--- src/kwsc_pkg.sv ---
package kwsc_pkg;

    localparam int unsigned ALPHA_COUNT = 26;
    localparam int unsigned LETTER_W    = 5;
    localparam int unsigned COUNT_W     = 5;
    localparam int unsigned BYTE_W      = 8;

    localparam logic [LETTER_W-1:0] LAST_LETTER = LETTER_W'(ALPHA_COUNT - 1);
    localparam logic [COUNT_W-1:0]  FULL_COUNT  = COUNT_W'(ALPHA_COUNT);

    localparam logic [BYTE_W-1:0] CHAR_UPPER_A = 8'h41;
    localparam logic [BYTE_W-1:0] CHAR_UPPER_Z = 8'h5A;
    localparam logic [BYTE_W-1:0] CHAR_LOWER_A = 8'h61;
    localparam logic [BYTE_W-1:0] CHAR_LOWER_Z = 8'h7A;

    localparam logic OP_KEY  = 1'b0;
    localparam logic OP_DATA = 1'b1;

    localparam logic DIR_ENCRYPT = 1'b0;
    localparam logic DIR_DECRYPT = 1'b1;

    typedef enum logic [2:0] {
        ST_IDLE = 3'b001,
        ST_KEY  = 3'b010,
        ST_FILL = 3'b100
    } state_t;

endpackage

--- src/kwsc_ram.sv ---
module kwsc_ram #(
    parameter int unsigned WIDTH = 8,
    parameter int unsigned DEPTH = 32
) (
    input  logic                     clk,
    input  logic                     wr_en,
    input  logic [$clog2(DEPTH)-1:0] wr_addr,
    input  logic [WIDTH-1:0]         wr_data,
    input  logic                     rd_en,
    input  logic [$clog2(DEPTH)-1:0] rd_addr,
    output logic [WIDTH-1:0]         rd_data
);

    logic [WIDTH-1:0] mem [DEPTH];
    logic [WIDTH-1:0] rd_data_reg;

    always_ff @(posedge clk)
    begin
        if (wr_en)
        begin
            mem[wr_addr] <= wr_data;
        end
        if (rd_en)
        begin
            rd_data_reg <= mem[rd_addr];
        end
    end

    assign rd_data = rd_data_reg;

endmodule

--- src/keyword_substitution_cipher_unit.sv ---
// Channel | Direction | Signals                                   | Word
// --------+-----------+-------------------------------------------+-----------------------------
// input   | in        | in_valid, in_ready                        | operation, key_start, in_byte
// output  | out       | out_valid, out_ready                      | out_byte, key_error
// config  | in        | cfg_valid, cfg_ready                      | direction
//
// A keyword word needs no table lookup; a data word with built tables is accepted, read from the
// table RAM into its read register, and then passes to the output register.
// The first data word after a valid keyword waits for the table build, which is paced by the
// single read port of the keyword RAM and at most one table write per cycle.
// Reset clears all control state; the tables are built before any read, so no clearing pass.
// A stalled output holds the result and one lookup in flight, then drops in_ready.
module keyword_substitution_cipher_unit (
    input  logic       clk,
    input  logic       rst_n,
    input  logic       in_valid,
    output logic       in_ready,
    input  logic       operation,
    input  logic       key_start,
    input  logic [7:0] in_byte,
    output logic       out_valid,
    input  logic       out_ready,
    output logic [7:0] out_byte,
    output logic       key_error,
    input  logic       cfg_valid,
    output logic       cfg_ready,
    input  logic       direction
);

    kwsc_pkg::state_t state_reg, state_next;

    logic [kwsc_pkg::ALPHA_COUNT-1:0] used_reg, used_next;
    logic [kwsc_pkg::COUNT_W-1:0]     key_length_reg, key_length_next;
    logic                             key_invalid_reg, key_invalid_next;
    logic                             tables_ready_reg, tables_ready_next;
    logic                             direction_reg, direction_next;

    logic [kwsc_pkg::COUNT_W-1:0]     key_idx_reg, key_idx_next;
    logic                             key_vld_reg, key_vld_next;
    logic [kwsc_pkg::COUNT_W-1:0]     pos_reg, pos_next;
    logic [kwsc_pkg::LETTER_W-1:0]    fill_reg, fill_next;

    logic                             s1_valid_reg, s1_valid_next;
    logic                             s1_err_reg;
    logic                             s1_letter_reg;
    logic                             s1_lower_reg;
    logic [kwsc_pkg::BYTE_W-1:0]      s1_byte_reg;

    logic                             out_valid_reg, out_valid_next;
    logic [kwsc_pkg::BYTE_W-1:0]      out_byte_reg, out_byte_next;
    logic                             out_err_reg, out_err_next;

    logic                             is_upper, is_lower, is_letter;
    logic [kwsc_pkg::LETTER_W-1:0]    in_idx;
    logic                             data_err;
    logic                             build_req;
    logic                             s1_move;
    logic                             in_acc;
    logic                             key_acc;
    logic                             data_acc;

    logic [kwsc_pkg::ALPHA_COUNT-1:0] base_used;
    logic [kwsc_pkg::COUNT_W-1:0]     base_length;
    logic                             base_invalid;
    logic                             key_wr_en;
    logic                             key_rd_en;
    logic [kwsc_pkg::LETTER_W-1:0]    key_rd_data;

    logic                             tab_wr_en;
    logic [kwsc_pkg::LETTER_W-1:0]    tab_letter;
    logic                             look_en;
    logic [kwsc_pkg::LETTER_W-1:0]    fwd_rd_data;
    logic [kwsc_pkg::LETTER_W-1:0]    inv_rd_data;
    logic [kwsc_pkg::LETTER_W-1:0]    mapped;
    logic [kwsc_pkg::BYTE_W-1:0]      case_base;

    assign is_upper  = (in_byte >= kwsc_pkg::CHAR_UPPER_A) && (in_byte <= kwsc_pkg::CHAR_UPPER_Z);
    assign is_lower  = (in_byte >= kwsc_pkg::CHAR_LOWER_A) && (in_byte <= kwsc_pkg::CHAR_LOWER_Z);
    assign is_letter = is_upper || is_lower;
    assign in_idx    = is_upper ? kwsc_pkg::LETTER_W'(in_byte - kwsc_pkg::CHAR_UPPER_A)
                     : (is_lower ? kwsc_pkg::LETTER_W'(in_byte - kwsc_pkg::CHAR_LOWER_A)
                                 : '0);

    assign data_err  = key_invalid_reg || (key_length_reg == '0);
    assign build_req = in_valid && (operation == kwsc_pkg::OP_DATA) && !tables_ready_reg
                    && !data_err;
    assign s1_move   = s1_valid_reg && (!out_valid_reg || out_ready);

    assign in_ready  = (state_reg == kwsc_pkg::ST_IDLE) && (!s1_valid_reg || s1_move)
                    && !build_req;
    assign in_acc    = in_valid && in_ready;
    assign key_acc   = in_acc && (operation == kwsc_pkg::OP_KEY);
    assign data_acc  = in_acc && (operation == kwsc_pkg::OP_DATA);
    assign cfg_ready = 1'b1;

    assign base_used    = key_start ? '0 : used_reg;
    assign base_length  = key_start ? '0 : key_length_reg;
    assign base_invalid = key_start ? 1'b0 : key_invalid_reg;
    assign key_wr_en    = key_acc && is_letter && !base_used[in_idx]
                       && (base_length < kwsc_pkg::FULL_COUNT);

    assign key_rd_en  = (state_reg == kwsc_pkg::ST_KEY) && (key_idx_reg < key_length_reg);
    assign tab_letter = (state_reg == kwsc_pkg::ST_KEY) ? key_rd_data : fill_reg;
    assign tab_wr_en  = ((state_reg == kwsc_pkg::ST_KEY) && key_vld_reg)
                     || ((state_reg == kwsc_pkg::ST_FILL) && !used_reg[fill_reg]);
    assign look_en    = data_acc && is_letter && !data_err;

    kwsc_ram #(
        .WIDTH (kwsc_pkg::LETTER_W),
        .DEPTH (kwsc_pkg::ALPHA_COUNT)
    ) u_key_ram (
        .clk     (clk),
        .wr_en   (key_wr_en),
        .wr_addr (base_length),
        .wr_data (in_idx),
        .rd_en   (key_rd_en),
        .rd_addr (key_idx_reg),
        .rd_data (key_rd_data)
    );

    kwsc_ram #(
        .WIDTH (kwsc_pkg::LETTER_W),
        .DEPTH (kwsc_pkg::ALPHA_COUNT)
    ) u_fwd_ram (
        .clk     (clk),
        .wr_en   (tab_wr_en),
        .wr_addr (pos_reg),
        .wr_data (tab_letter),
        .rd_en   (look_en),
        .rd_addr (in_idx),
        .rd_data (fwd_rd_data)
    );

    kwsc_ram #(
        .WIDTH (kwsc_pkg::LETTER_W),
        .DEPTH (kwsc_pkg::ALPHA_COUNT)
    ) u_inv_ram (
        .clk     (clk),
        .wr_en   (tab_wr_en),
        .wr_addr (tab_letter),
        .wr_data (pos_reg),
        .rd_en   (look_en),
        .rd_addr (in_idx),
        .rd_data (inv_rd_data)
    );

    always_comb
    begin
        state_next        = state_reg;
        used_next         = used_reg;
        key_length_next   = key_length_reg;
        key_invalid_next  = key_invalid_reg;
        tables_ready_next = tables_ready_reg;
        direction_next    = direction_reg;
        key_idx_next      = key_idx_reg;
        key_vld_next      = key_rd_en;
        pos_next          = pos_reg;
        fill_next         = fill_reg;

        if (cfg_valid && cfg_ready)
        begin
            direction_next = direction;
        end

        // append keyword letter, or mark the keyword invalid on a non-letter
        if (key_acc)
        begin
            used_next         = base_used;
            key_length_next   = base_length;
            key_invalid_next  = base_invalid;
            tables_ready_next = 1'b0;
            if (is_letter)
            begin
                used_next = base_used
                          | (kwsc_pkg::ALPHA_COUNT'(1) << in_idx);
                if (key_wr_en)
                begin
                    key_length_next = base_length + 1'b1;
                end
            end
            else
            begin
                key_invalid_next = 1'b1;
            end
        end

        if (data_acc && !tables_ready_reg)
        begin
            key_invalid_next  = data_err;
            tables_ready_next = 1'b1;
        end

        if (tab_wr_en)
        begin
            pos_next = pos_reg + 1'b1;
        end

        unique case (state_reg)
            kwsc_pkg::ST_IDLE:
            begin
                if (build_req)
                begin
                    state_next   = kwsc_pkg::ST_KEY;
                    key_idx_next = '0;
                    pos_next     = '0;
                end
            end
            kwsc_pkg::ST_KEY:
            begin
                if (key_idx_reg == key_length_reg)
                begin
                    state_next = kwsc_pkg::ST_FILL;
                    fill_next  = kwsc_pkg::LAST_LETTER;
                end
                else
                begin
                    key_idx_next = key_idx_reg + 1'b1;
                end
            end
            kwsc_pkg::ST_FILL:
            begin
                if (fill_reg == '0)
                begin
                    state_next        = kwsc_pkg::ST_IDLE;
                    tables_ready_next = 1'b1;
                end
                else
                begin
                    fill_next = fill_reg - 1'b1;
                end
            end
            default:
            begin
                state_next = kwsc_pkg::ST_IDLE;
            end
        endcase
    end

    assign mapped    = (direction_reg == kwsc_pkg::DIR_DECRYPT) ? inv_rd_data : fwd_rd_data;
    assign case_base = s1_lower_reg ? kwsc_pkg::CHAR_LOWER_A : kwsc_pkg::CHAR_UPPER_A;

    always_comb
    begin
        s1_valid_next  = s1_valid_reg;
        out_valid_next = out_valid_reg;
        out_byte_next  = out_byte_reg;
        out_err_next   = out_err_reg;

        if (s1_move)
        begin
            s1_valid_next  = 1'b0;
            out_valid_next = 1'b1;
            if (s1_err_reg)
            begin
                out_byte_next = '0;
                out_err_next  = 1'b1;
            end
            else if (s1_letter_reg)
            begin
                out_byte_next = {3'b000, mapped} + case_base;
                out_err_next  = 1'b0;
            end
            else
            begin
                out_byte_next = s1_byte_reg;
                out_err_next  = 1'b0;
            end
        end
        else if (out_ready)
        begin
            out_valid_next = 1'b0;
        end

        if (data_acc)
        begin
            s1_valid_next = 1'b1;
        end
    end

    always_ff @(posedge clk or negedge rst_n)
    begin
        if (!rst_n)
        begin
            state_reg        <= kwsc_pkg::ST_IDLE;
            used_reg         <= '0;
            key_length_reg   <= '0;
            key_invalid_reg  <= 1'b1;
            tables_ready_reg <= 1'b0;
            direction_reg    <= kwsc_pkg::DIR_ENCRYPT;
            key_idx_reg      <= '0;
            key_vld_reg      <= 1'b0;
            pos_reg          <= '0;
            fill_reg         <= '0;
            s1_valid_reg     <= 1'b0;
            out_valid_reg    <= 1'b0;
        end
        else
        begin
            state_reg        <= state_next;
            used_reg         <= used_next;
            key_length_reg   <= key_length_next;
            key_invalid_reg  <= key_invalid_next;
            tables_ready_reg <= tables_ready_next;
            direction_reg    <= direction_next;
            key_idx_reg      <= key_idx_next;
            key_vld_reg      <= key_vld_next;
            pos_reg          <= pos_next;
            fill_reg         <= fill_next;
            s1_valid_reg     <= s1_valid_next;
            out_valid_reg    <= out_valid_next;
        end
    end

    always_ff @(posedge clk)
    begin
        if (data_acc)
        begin
            s1_err_reg    <= data_err;
            s1_letter_reg <= is_letter;
            s1_lower_reg  <= is_lower;
            s1_byte_reg   <= in_byte;
        end
        out_byte_reg <= out_byte_next;
        out_err_reg  <= out_err_next;
    end

    assign out_valid = out_valid_reg;
    assign out_byte  = out_byte_reg;
    assign key_error = out_err_reg;

`ifndef ASSERT_OFF
    a_busy_blocks_input: assert property (@(posedge clk) disable iff (!rst_n)
        (state_reg != kwsc_pkg::ST_IDLE) |-> !in_ready)
        else $error("input accepted during table build");

    a_build_fills_all: assert property (@(posedge clk) disable iff (!rst_n)
        (state_reg == kwsc_pkg::ST_FILL) && (fill_reg == '0)
        |=> (pos_reg == kwsc_pkg::FULL_COUNT) && tables_ready_reg)
        else $error("table build did not cover the alphabet");

    a_pos_bound: assert property (@(posedge clk) disable iff (!rst_n)
        tab_wr_en |-> (pos_reg < kwsc_pkg::FULL_COUNT))
        else $error("table write beyond last position");

    a_error_zero: assert property (@(posedge clk) disable iff (!rst_n)
        (out_valid && key_error) |-> (out_byte == '0))
        else $error("error word carries a byte");

    a_lookup_ready: assert property (@(posedge clk) disable iff (!rst_n)
        look_en |-> tables_ready_reg)
        else $error("lookup before tables built");
`endif

endmodule
--- config.mk ---
export PLATFORM = sky130hd
export DESIGN_NAME = keyword_substitution_cipher_unit
export DESIGN_NICKNAME = d
export VERILOG_FILES = /design/src/kwsc_pkg.sv /design/src/kwsc_ram.sv /design/src/keyword_substitution_cipher_unit.sv
export SDC_FILE = /design/constraint.sdc
export NUM_CORES = 1
export LEC_CHECK = 0
export BUFFER_PORTS_ARGS = -buffer_cell sky130_fd_sc_hd__buf_4
export CAP_MARGIN = 10
export CORE_MARGIN = 2
export CORE_UTILIZATION = 35
export CTS_BUF_LIST = sky130_fd_sc_hd__clkbuf_8
export DETAILED_ROUTE_END_ITERATION = 12
export PLACE_DENSITY = 0.49
export SLEW_MARGIN = 25
export SYNTH_ARGS = -nofsm -noshare
export SYNTH_HDL_FRONTEND = slang
export SYNTH_SLANG_ARGS = --single-unit
export TNS_END_PERCENT = 5
--- constraint.sdc ---
create_clock -name clk -period 4.8 [get_ports clk]
set_input_delay 1.2 -clock clk [delete_from_list [all_inputs] [get_ports clk]]
set_output_delay 1.2 -clock clk [all_outputs]
set_load 0.01 [all_outputs]
=== After elaboration in Yosys (flattened, before gate mapping) ===
Memories as Yosys holds them, arrays and structs flattened. A register that Yosys moved wholly into a read port is not among the register bits.
Index checks and enable logic that the tools add are counted.

* Add/subtract/negate cells: 7
* Order comparisons: 8
* Eq/ne operators: 10
* Shift-type cells: 1
* Muxes and demuxes: 45
* Bitwise logic cells: 2
* Reduce and logical (&&, ||, !) cells: 43

{| class="wikitable"
|+ Operators with widths
! operator !! number
|-
| $mux 5 || 14
|-
| $mux 26 || 2
|-
| $or 26x26->26 || 1
|-
| $shl 1x5->26 const A || 1
|-
| $logic_and 1x1->1 || 20
|-
| $pmux 5 s2 || 2
|-
| $mux 1 || 19
|-
| $ge 8x7->1 const B || 2
|-
| $le 8x7->1 const B || 2
|-
| $add 5x1->5 const B || 3
|-
| $sub 5x1->5 const B || 3
|-
| $lt 5x6->1 const B || 2
|-
| $bmux 1 s5 || 2
|-
| $logic_not 5->1 || 2
|-
| $reduce_bool 2->1 || 5
|-
| $mux 3 || 3
|-
| $pmux 3 s3 || 1
|-
| $reduce_and 3->1 || 3
|-
| $add 5x7->8 || 1
|-
| $mux 8 || 1
|-
| $logic_not 1->1 || 7
|-
| $mux 6 || 1
|-
| $ne 2x2->1 const B || 3
|-
| $eq 5x5->1 || 1
|-
| 10 further kinds || 15
|}

* Register bits: 75
* RAM bits: 390
* Bits of input ports: 16
* Output and inout port bits: 12
* Logic and storage cells: 137
* Memories: 3

{| class="wikitable"
|+ Memories
! name !! words !! width !! rd ports !! clocked after Yosys merged registers in !! wr ports !! line !! text
|-
| u_fwd_ram.mem || 26 || 5 || 1 || 1 || 1 || kwsc_ram.sv:14 || <nowiki>logic [WIDTH-1:0] mem [DEPTH];</nowiki>
|-
| u_inv_ram.mem || 26 || 5 || 1 || 1 || 1 || kwsc_ram.sv:14 ||
|-
| u_key_ram.mem || 26 || 5 || 1 || 1 || 1 || kwsc_ram.sv:14 ||
|}

=== Depth between registers and ports, before layout ===
* Depth in word-level cells: 13
* Depth in mapped cells: 16
* Gate-level depth less buffers: 11

=== By module ===
A second synthesis with hierarchy kept.

* Cell total of the unflattened synthesis: 1355
* Area, all modules: 20618.5 um^2

{| class="wikitable"
|+ By module, submodules not included
! module !! instances !! cells each !! area an instance (um^2) !! seq. area each (um^2)
|-
| kwsc_ram || 3 || 315 || 5418.9 || 4053.9
|-
| keyword_substitution_cipher_unit || 1 || 410 || 4361.7 || 1979.4
|}

=== Worst setup path before layout ===
No wires, ideal clock.

* Path type: in2reg
* From: input port in_byte[0]
* To: memory u_key_ram.mem[10][0] in the netlist's numbering (enable)
* Setup time: 0.375 ns
* Arrival time: 4.856 ns
* Data required time: 4.425 ns
* Slack: -0.431 ns
* Cell stages on the path: 15
* Buffers on the path: 5
* Cells stage by stage: buf_6 clkbuf_1 inv_1 clkbuf_1 clkbuf_1 ha_1 or3b_1 o311a_4 nand3_2 inv_2 a41o_1 a2111oi_4 nor2_2 buf_6 nor3b_1

* Longest elaborated chain between the ends: 11
* Elaborated cells between the ends (all ways): 19
* Classes of those cells: add/sub: 2; order compare: 4; mux: 6; reduce/logical: 7

{| class="wikitable"
|+ Ends and longest elaborated chain
! item !! line !! text
|-
| start: declaration || keyword_substitution_cipher_unit.sv:20 || <nowiki>input logic [7:0] in_byte,</nowiki>
|-
| $ge 8x7->1 or $le 8x7->1 (tied branches) || keyword_substitution_cipher_unit.sv:78 || <nowiki>assign is_lower = (in_byte >= kwsc_pkg::CHAR_LOWER_A) && (in_byte <= kwsc_pkg::CHAR_LOWER_Z);</nowiki>
|-
| $logic_and 1x1->1 || keyword_substitution_cipher_unit.sv:78 ||
|-
| $mux 5 || keyword_substitution_cipher_unit.sv:81 || <nowiki>: (is_lower ? kwsc_pkg::LETTER_W'(in_byte - kwsc_pkg::CHAR_LOWER_A)</nowiki>
|-
| $mux 5 || keyword_substitution_cipher_unit.sv:80 || <nowiki>assign in_idx = is_upper ? kwsc_pkg::LETTER_W'(in_byte - kwsc_pkg::CHAR_UPPER_A)</nowiki>
|-
| $bmux 1 s5 || keyword_substitution_cipher_unit.sv:99 || <nowiki>assign key_wr_en = key_acc && is_letter && !base_used[in_idx]</nowiki>
|-
| $mux 1 (not written as such) || keyword_substitution_cipher_unit.sv:99 ||
|-
| $logic_not 1->1 || keyword_substitution_cipher_unit.sv:99 ||
|-
| $logic_and 1x1->1 * || keyword_substitution_cipher_unit.sv:99 ||
|-
| $logic_and 1x1->1 * || keyword_substitution_cipher_unit.sv:100 || <nowiki>&& (base_length < kwsc_pkg::FULL_COUNT);</nowiki>
|-
| $mux 1 * || kwsc_ram.sv:19 || <nowiki>if (wr_en)</nowiki>
|-
| $mux 1 (not written as such) * || kwsc_ram.sv:21 || <nowiki>mem[wr_addr] <= wr_data;</nowiki>
|-
| end: declaration || kwsc_ram.sv:14 ||
|}

Mark *: on every way between the ends. The rest lies on a longest branch, timed or not. The select of a mux whose other input is x is not followed.

=== Worst setup path in the final report ===
* From: register state_reg[2]
* To: memory u_inv_ram.mem[17][0] in the netlist's numbering (enable)

* Elaborated cells between the ends (all ways): 8
* Classes of those cells: eq/ne: 2; mux: 3; reduce/logical: 3

{| class="wikitable"
|+ RTL lines
! item !! line !! text
|-
| start: declaration || keyword_substitution_cipher_unit.sv:30 || <nowiki>kwsc_pkg::state_t state_reg, state_next;</nowiki>
|-
| start signal: assignment || keyword_substitution_cipher_unit.sv:284 || <nowiki>state_reg <= kwsc_pkg::ST_IDLE;</nowiki>
|-
| start signal: assignment || keyword_substitution_cipher_unit.sv:299 || <nowiki>state_reg <= state_next;</nowiki>
|-
| $eq 3x2->1 || keyword_substitution_cipher_unit.sv:103 || <nowiki>assign tab_letter = (state_reg == kwsc_pkg::ST_KEY) ? key_rd_data : fill_reg;</nowiki>
|-
| $mux 5 || keyword_substitution_cipher_unit.sv:103 ||
|-
| net tab_letter, one bit || keyword_substitution_cipher_unit.sv:70 || <nowiki>logic [kwsc_pkg::LETTER_W-1:0] tab_letter;</nowiki>
|-
| end: declaration || kwsc_ram.sv:14 ||
|}

The timed path passes the listed nets, and every way through them passes these cells.

==> report_table.html <==
<table>
<tr><th>Metric</th><th>Value</th></tr>
<tr><th colspan="2">Place</th></tr>
<tr><td>Count of buffers inserted at the top-level ports</td><td>26</td></tr>
<tr><td>Final HPWL DP</td><td>between 30,000 and 40,000 microns</td></tr>
<tr><td>Weighted congestion at the end of routability-driven global placement</td><td>about 0.85</td></tr>
<tr><th colspan="2">Logic synthesis</th></tr>
<tr><td>Ys async rst share</td><td>0.115</td></tr>
<tr><td>Dominant cell by count in the synthesized netlist</td><td>edfxtp_1</td></tr>
<tr><td>Avg Inst Size Synth</td><td>around 15 sq um</td></tr>
<tr><td>Post-Syn Nets</td><td>~1,400</td></tr>
<tr><td>Synthesis-stage register bit count</td><td>between 400 and 500</td></tr>
<tr><td>Most frequent cells after synthesis</td><td>edfxtp_1 (425), nor2_1 (135), nand2_1 (81)</td></tr>
<tr><td>Ranking of synthesized cells by area</td><td>edfxtp_1 (62%), dfrtp_1 (6.4%), mux4_2 (5.2%)</td></tr>
<tr><td>Count of warnings emitted by yosys</td><td>0</td></tr>
<tr><td>Post-synthesis instance area</td><td>between 20,000 and 25,000 sq um</td></tr>
<tr><td>Part of the Yosys area used for sequential elements</td><td>0.684</td></tr>
<tr><td>Leading register cell type out of synthesis</td><td>edfxtp_1</td></tr>
<tr><td>Post-synthesis cell type count</td><td>79</td></tr>
<tr><td>Dominant cell type by area after synthesis</td><td>edfxtp_1</td></tr>
<tr><td>Fraction of synthesized cell area taken by the top area cell type</td><td>0.617</td></tr>
<tr><td>Mapped Cells</td><td>~1,400</td></tr>
<tr><td>Post-synth EDFFs</td><td>roughly 430</td></tr>
<tr><th colspan="2">STA</th></tr>
<tr><td>Worst slew margin relative to its limit</td><td>0.311</td></tr>
<tr><td>Setup repair after global routing missed its margin</td><td>no</td></tr>
<tr><td>Worst-case clock skew</td><td>45.5 ps</td></tr>
<tr><td>Final setup fails</td><td>0</td></tr>
<tr><td>Worst slew pin tran</td><td>1030 ps</td></tr>
<tr><td>Minimum period implied by the final worst setup slack</td><td>roughly 3800 ps</td></tr>
<tr><td>Final Slew Violations</td><td>0</td></tr>
<tr><td>Count of final hold-check violations</td><td>0</td></tr>
<tr><td>Final worst-path cycle share</td><td>0.799</td></tr>
<tr><td>Highest Clock Rate</td><td>between 0.2 and 0.3 GHz</td></tr>
<tr><th colspan="2">Floorplanning</th></tr>
<tr><td>Top-Level Pins</td><td>28</td></tr>
<tr><td>FP Rows</td><td>between 80 and 90</td></tr>
<tr><td>Core Area</td><td>~60,000 sq um</td></tr>
<tr><td>Initial Utilization</td><td>0.352</td></tr>
<tr><td>Overall die area</td><td>61,100 sq um</td></tr>
<tr><td>Die boundary height</td><td>approximately 250 microns</td></tr>
<tr><td>Horizontal extent of the die</td><td>about 250 microns</td></tr>
<tr><th colspan="2">Global routing</th></tr>
<tr><td>Vias in the first global route</td><td>12,800</td></tr>
<tr><td>Pin count of the biggest net entering global routing</td><td>64</td></tr>
<tr><td>First-pass GRT wire length</td><td>~84,000 microns</td></tr>
<tr><td>GRT overflow</td><td>0</td></tr>
<tr><td>GRT Resource Usage Total</td><td>0.187</td></tr>
<tr><td>Antenna violations before repair</td><td>1</td></tr>
<tr><th colspan="2">Setup path</th></tr>
<tr><td>Delay of the slowest cell on the worst path</td><td>roughly 1100 ps</td></tr>
<tr><td>Critical Path Fanout Max</td><td>29</td></tr>
<tr><td>Startpoint class of the critical path</td><td>register</td></tr>
<tr><td>Crit path capture type</td><td>register</td></tr>
<tr><td>CP arrival</td><td>around 4200 ps</td></tr>
<tr><td>Chain of cells forming the critical path</td><td>nor3b_2 -&gt; buf_4 -&gt; mux2i_1 -&gt; clkinv_1 -&gt; nand3_1 -&gt; nor2_1</td></tr>
<tr><td>Crit Path Class</td><td>register to register</td></tr>
<tr><td>Cell with the largest stage delay on the worst path</td><td>clkinv_1</td></tr>
<tr><td>CP top delay family</td><td>buffers and inverters</td></tr>
<tr><td>Buffers &amp; Inverters on Critical Path</td><td>2</td></tr>
<tr><td>Critical path required time</td><td>around 5100 ps</td></tr>
<tr><th colspan="2">Clocking</th></tr>
<tr><td>Clock tree root buffer cell</td><td>clkbuf_8</td></tr>
<tr><td>Post-CTS setup buffers</td><td>0</td></tr>
<tr><td>CTS tree</td><td>yes</td></tr>
<tr><td>Source-to-sink clock delay at the later pin of the worst-skew pair</td><td>around 670 ps</td></tr>
<tr><td>CTS H-tree depth</td><td>3</td></tr>
<tr><td>Num CTS Buffers</td><td>slightly above 80</td></tr>
<tr><td>Post-CTS resize count</td><td>0</td></tr>
<tr><td>Number of buffers inserted by hold repair at cts</td><td>0</td></tr>
<tr><td>Clk pin slew, worst setup/hold paths</td><td>approximately 60 ps</td></tr>
<tr><td>Clock sink count</td><td>480</td></tr>
<tr><td>Maximum clock path buffer count</td><td>3</td></tr>
<tr><th colspan="2">Final layout</th></tr>
<tr><td>Multi-input gate area</td><td>around 6200 sq um</td></tr>
<tr><td>Post-layout util</td><td>0.401</td></tr>
<tr><td>FF+latch area</td><td>approximately 14,000 sq um</td></tr>
<tr><td>Layout overhead on the synthesized area</td><td>13.8%</td></tr>
<tr><td>Number of antenna cells inserted</td><td>0</td></tr>
<tr><td>Filler Cell Count</td><td>~5,400</td></tr>
<tr><td>Top Registers</td><td>u_fwd_ram.mem (130), u_inv_ram.mem (130), u_key_ram.mem (130)</td></tr>
<tr><td>Fraction of final layout cells sized beyond drive strength 1</td><td>0.200</td></tr>
<tr><td>Number of nets in the finished design</td><td>between 1,000 and 1,500</td></tr>
<tr><th colspan="2">Power</th></tr>
<tr><td>Worst ir drop on vdd</td><td>around 270 uV</td></tr>
<tr><td>Post-route total power</td><td>between 9 and 10 mW</td></tr>
<tr><td>Power per standard cell area</td><td>420 nW/um^2</td></tr>
<tr><td>Leakage power</td><td>about 8.1 nW</td></tr>
<tr><th colspan="2">Min path</th></tr>
<tr><td>Class of the tightest hold or removal check</td><td>register to register</td></tr>
<tr><th colspan="2">Route</th></tr>
<tr><td>Routed WL</td><td>approximately 56,000 microns</td></tr>
<tr><td>Total via count after detailed routing</td><td>about 13,000</td></tr>
<tr><td>Antenna violation net count after detailed routing</td><td>0</td></tr>
<tr><td>Per-cell via count in the routed design</td><td>5.45</td></tr>
<tr><td>First DRT Iteration DRCs</td><td>996</td></tr>
<tr><td>Number of search-and-repair iterations in the first detailed-routing pass</td><td>7</td></tr>
<tr><td>DRC errors left</td><td>0</td></tr>
<tr><td>Routed wirelength normalized by instance count</td><td>24.5 microns</td></tr>
<tr><th colspan="2">Job</th></tr>
<tr><td>Reported max-cap violation count</td><td>0</td></tr>
<tr><th colspan="2">Status</th></tr>
<tr><td>Result of the run</td><td>finished clean</td></tr>
</table>
-- metrics by stage --
stage | TNS [ps] | hold slack (ps) | worst slack (ps) | cell area (sq um) | instances
final | 0 | 497 | 966 | 23500 | 2294
after global routing | 0 | 522 | 778 | 23500 | 2294
after global placement | 0 | 463 | 390 | 22000 | 2143
after detailed placement | 0 | 481 | 291 | 22000 | 2143
after CTS | 0 | 501 | 984 | 23500 | 2294
after floorplan | -4080 | 424 | -40.8 | 20800 | 1379
-- kinds of logic (layout without fill, tap and decap cells) --
| group | Yosys count | after routing | share of synthesized area |
|---|---|---|---|
| flops | 480 | 480 | 0.684 |
| simple gates | 359 | 359 | 0.0839 |
| compound gates | 245 | 245 | 0.0895 |
| mux | 139 | 139 | 0.0985 |
| buf+inv | 114 | 256 | 0.0228 |
| xor+xnor | 21 | 21 | 0.00926 |
| fa+ha+maj | 20 | 20 | 0.0121 |
| other cells | 1 | 1 | 0.000181 |
-- layout make-up --
cell class              count  area share
multi-input cells         785       0.263
clock buffers              88      0.0515
inverters                  32     0.00532
repair buffers             73      0.0243
flip-flops and latches    480       0.601
well taps                 773      0.0411
clock inverters            63      0.0136
-- report_power, final --
part | total (mW) | internal (mW) | switching, mW
sequential | 4.99 | 4.77 | 0.214
combinational | 1.43 | 0.606 | 0.822
clock | 3.46 | 1.80 | 1.66
-- metal layers --
metal | vias to the layer above | global-route usage | part of all wire
met5 | - | 0 | 0
li1 | 5562 | - | -
met2 | 404 | 0.302 | 0.48
met4 | 0 | 0.0579 | 0.022
met1 | 6459 | 0.257 | 0.44
met3 | 84 | 0.0353 | 0.059
-- final timing paths --
| path | start | end | slack (ps) | cells past startpoint |
|---|---|---|---|---|
| hold reg to reg | s1_valid_reg | out_valid | 500 | 1 |
| max in group asynchronous | rst_n | pos_reg[1] | 3630 | 1 |
| setup / recovery | state_reg[2] | u_inv_ram.mem[17][0] | 970 | 6 |
| setup reg to reg | state_reg[2] | u_inv_ram.mem[17][0] | 970 | 6 |
| min in group asynchronous | rst_n | key_length_reg[4] | 590 | 1 |
| hold / removal | s1_valid_reg | out_valid | 500 | 1 |
-- cells in the final DEF (no fill, tap or decap), drive strengths merged, types with 24 or more instances in the layout --
| master | instances |
|---|---|
| a21oi | 40 |
| buf | 73 |
| clkbuf | 88 |
| clkinv | 24 |
| dfrtp | 53 |
| edfxtp | 425 |
| inv | 67 |
| mux2 | 36 |
| mux2i | 55 |
| mux4 | 48 |
| nand2 | 81 |
| nor2 | 136 |
| nor3b | 24 |
| o21ai | 48 |
Note: power is estimated with default switching activity, not from simulation.
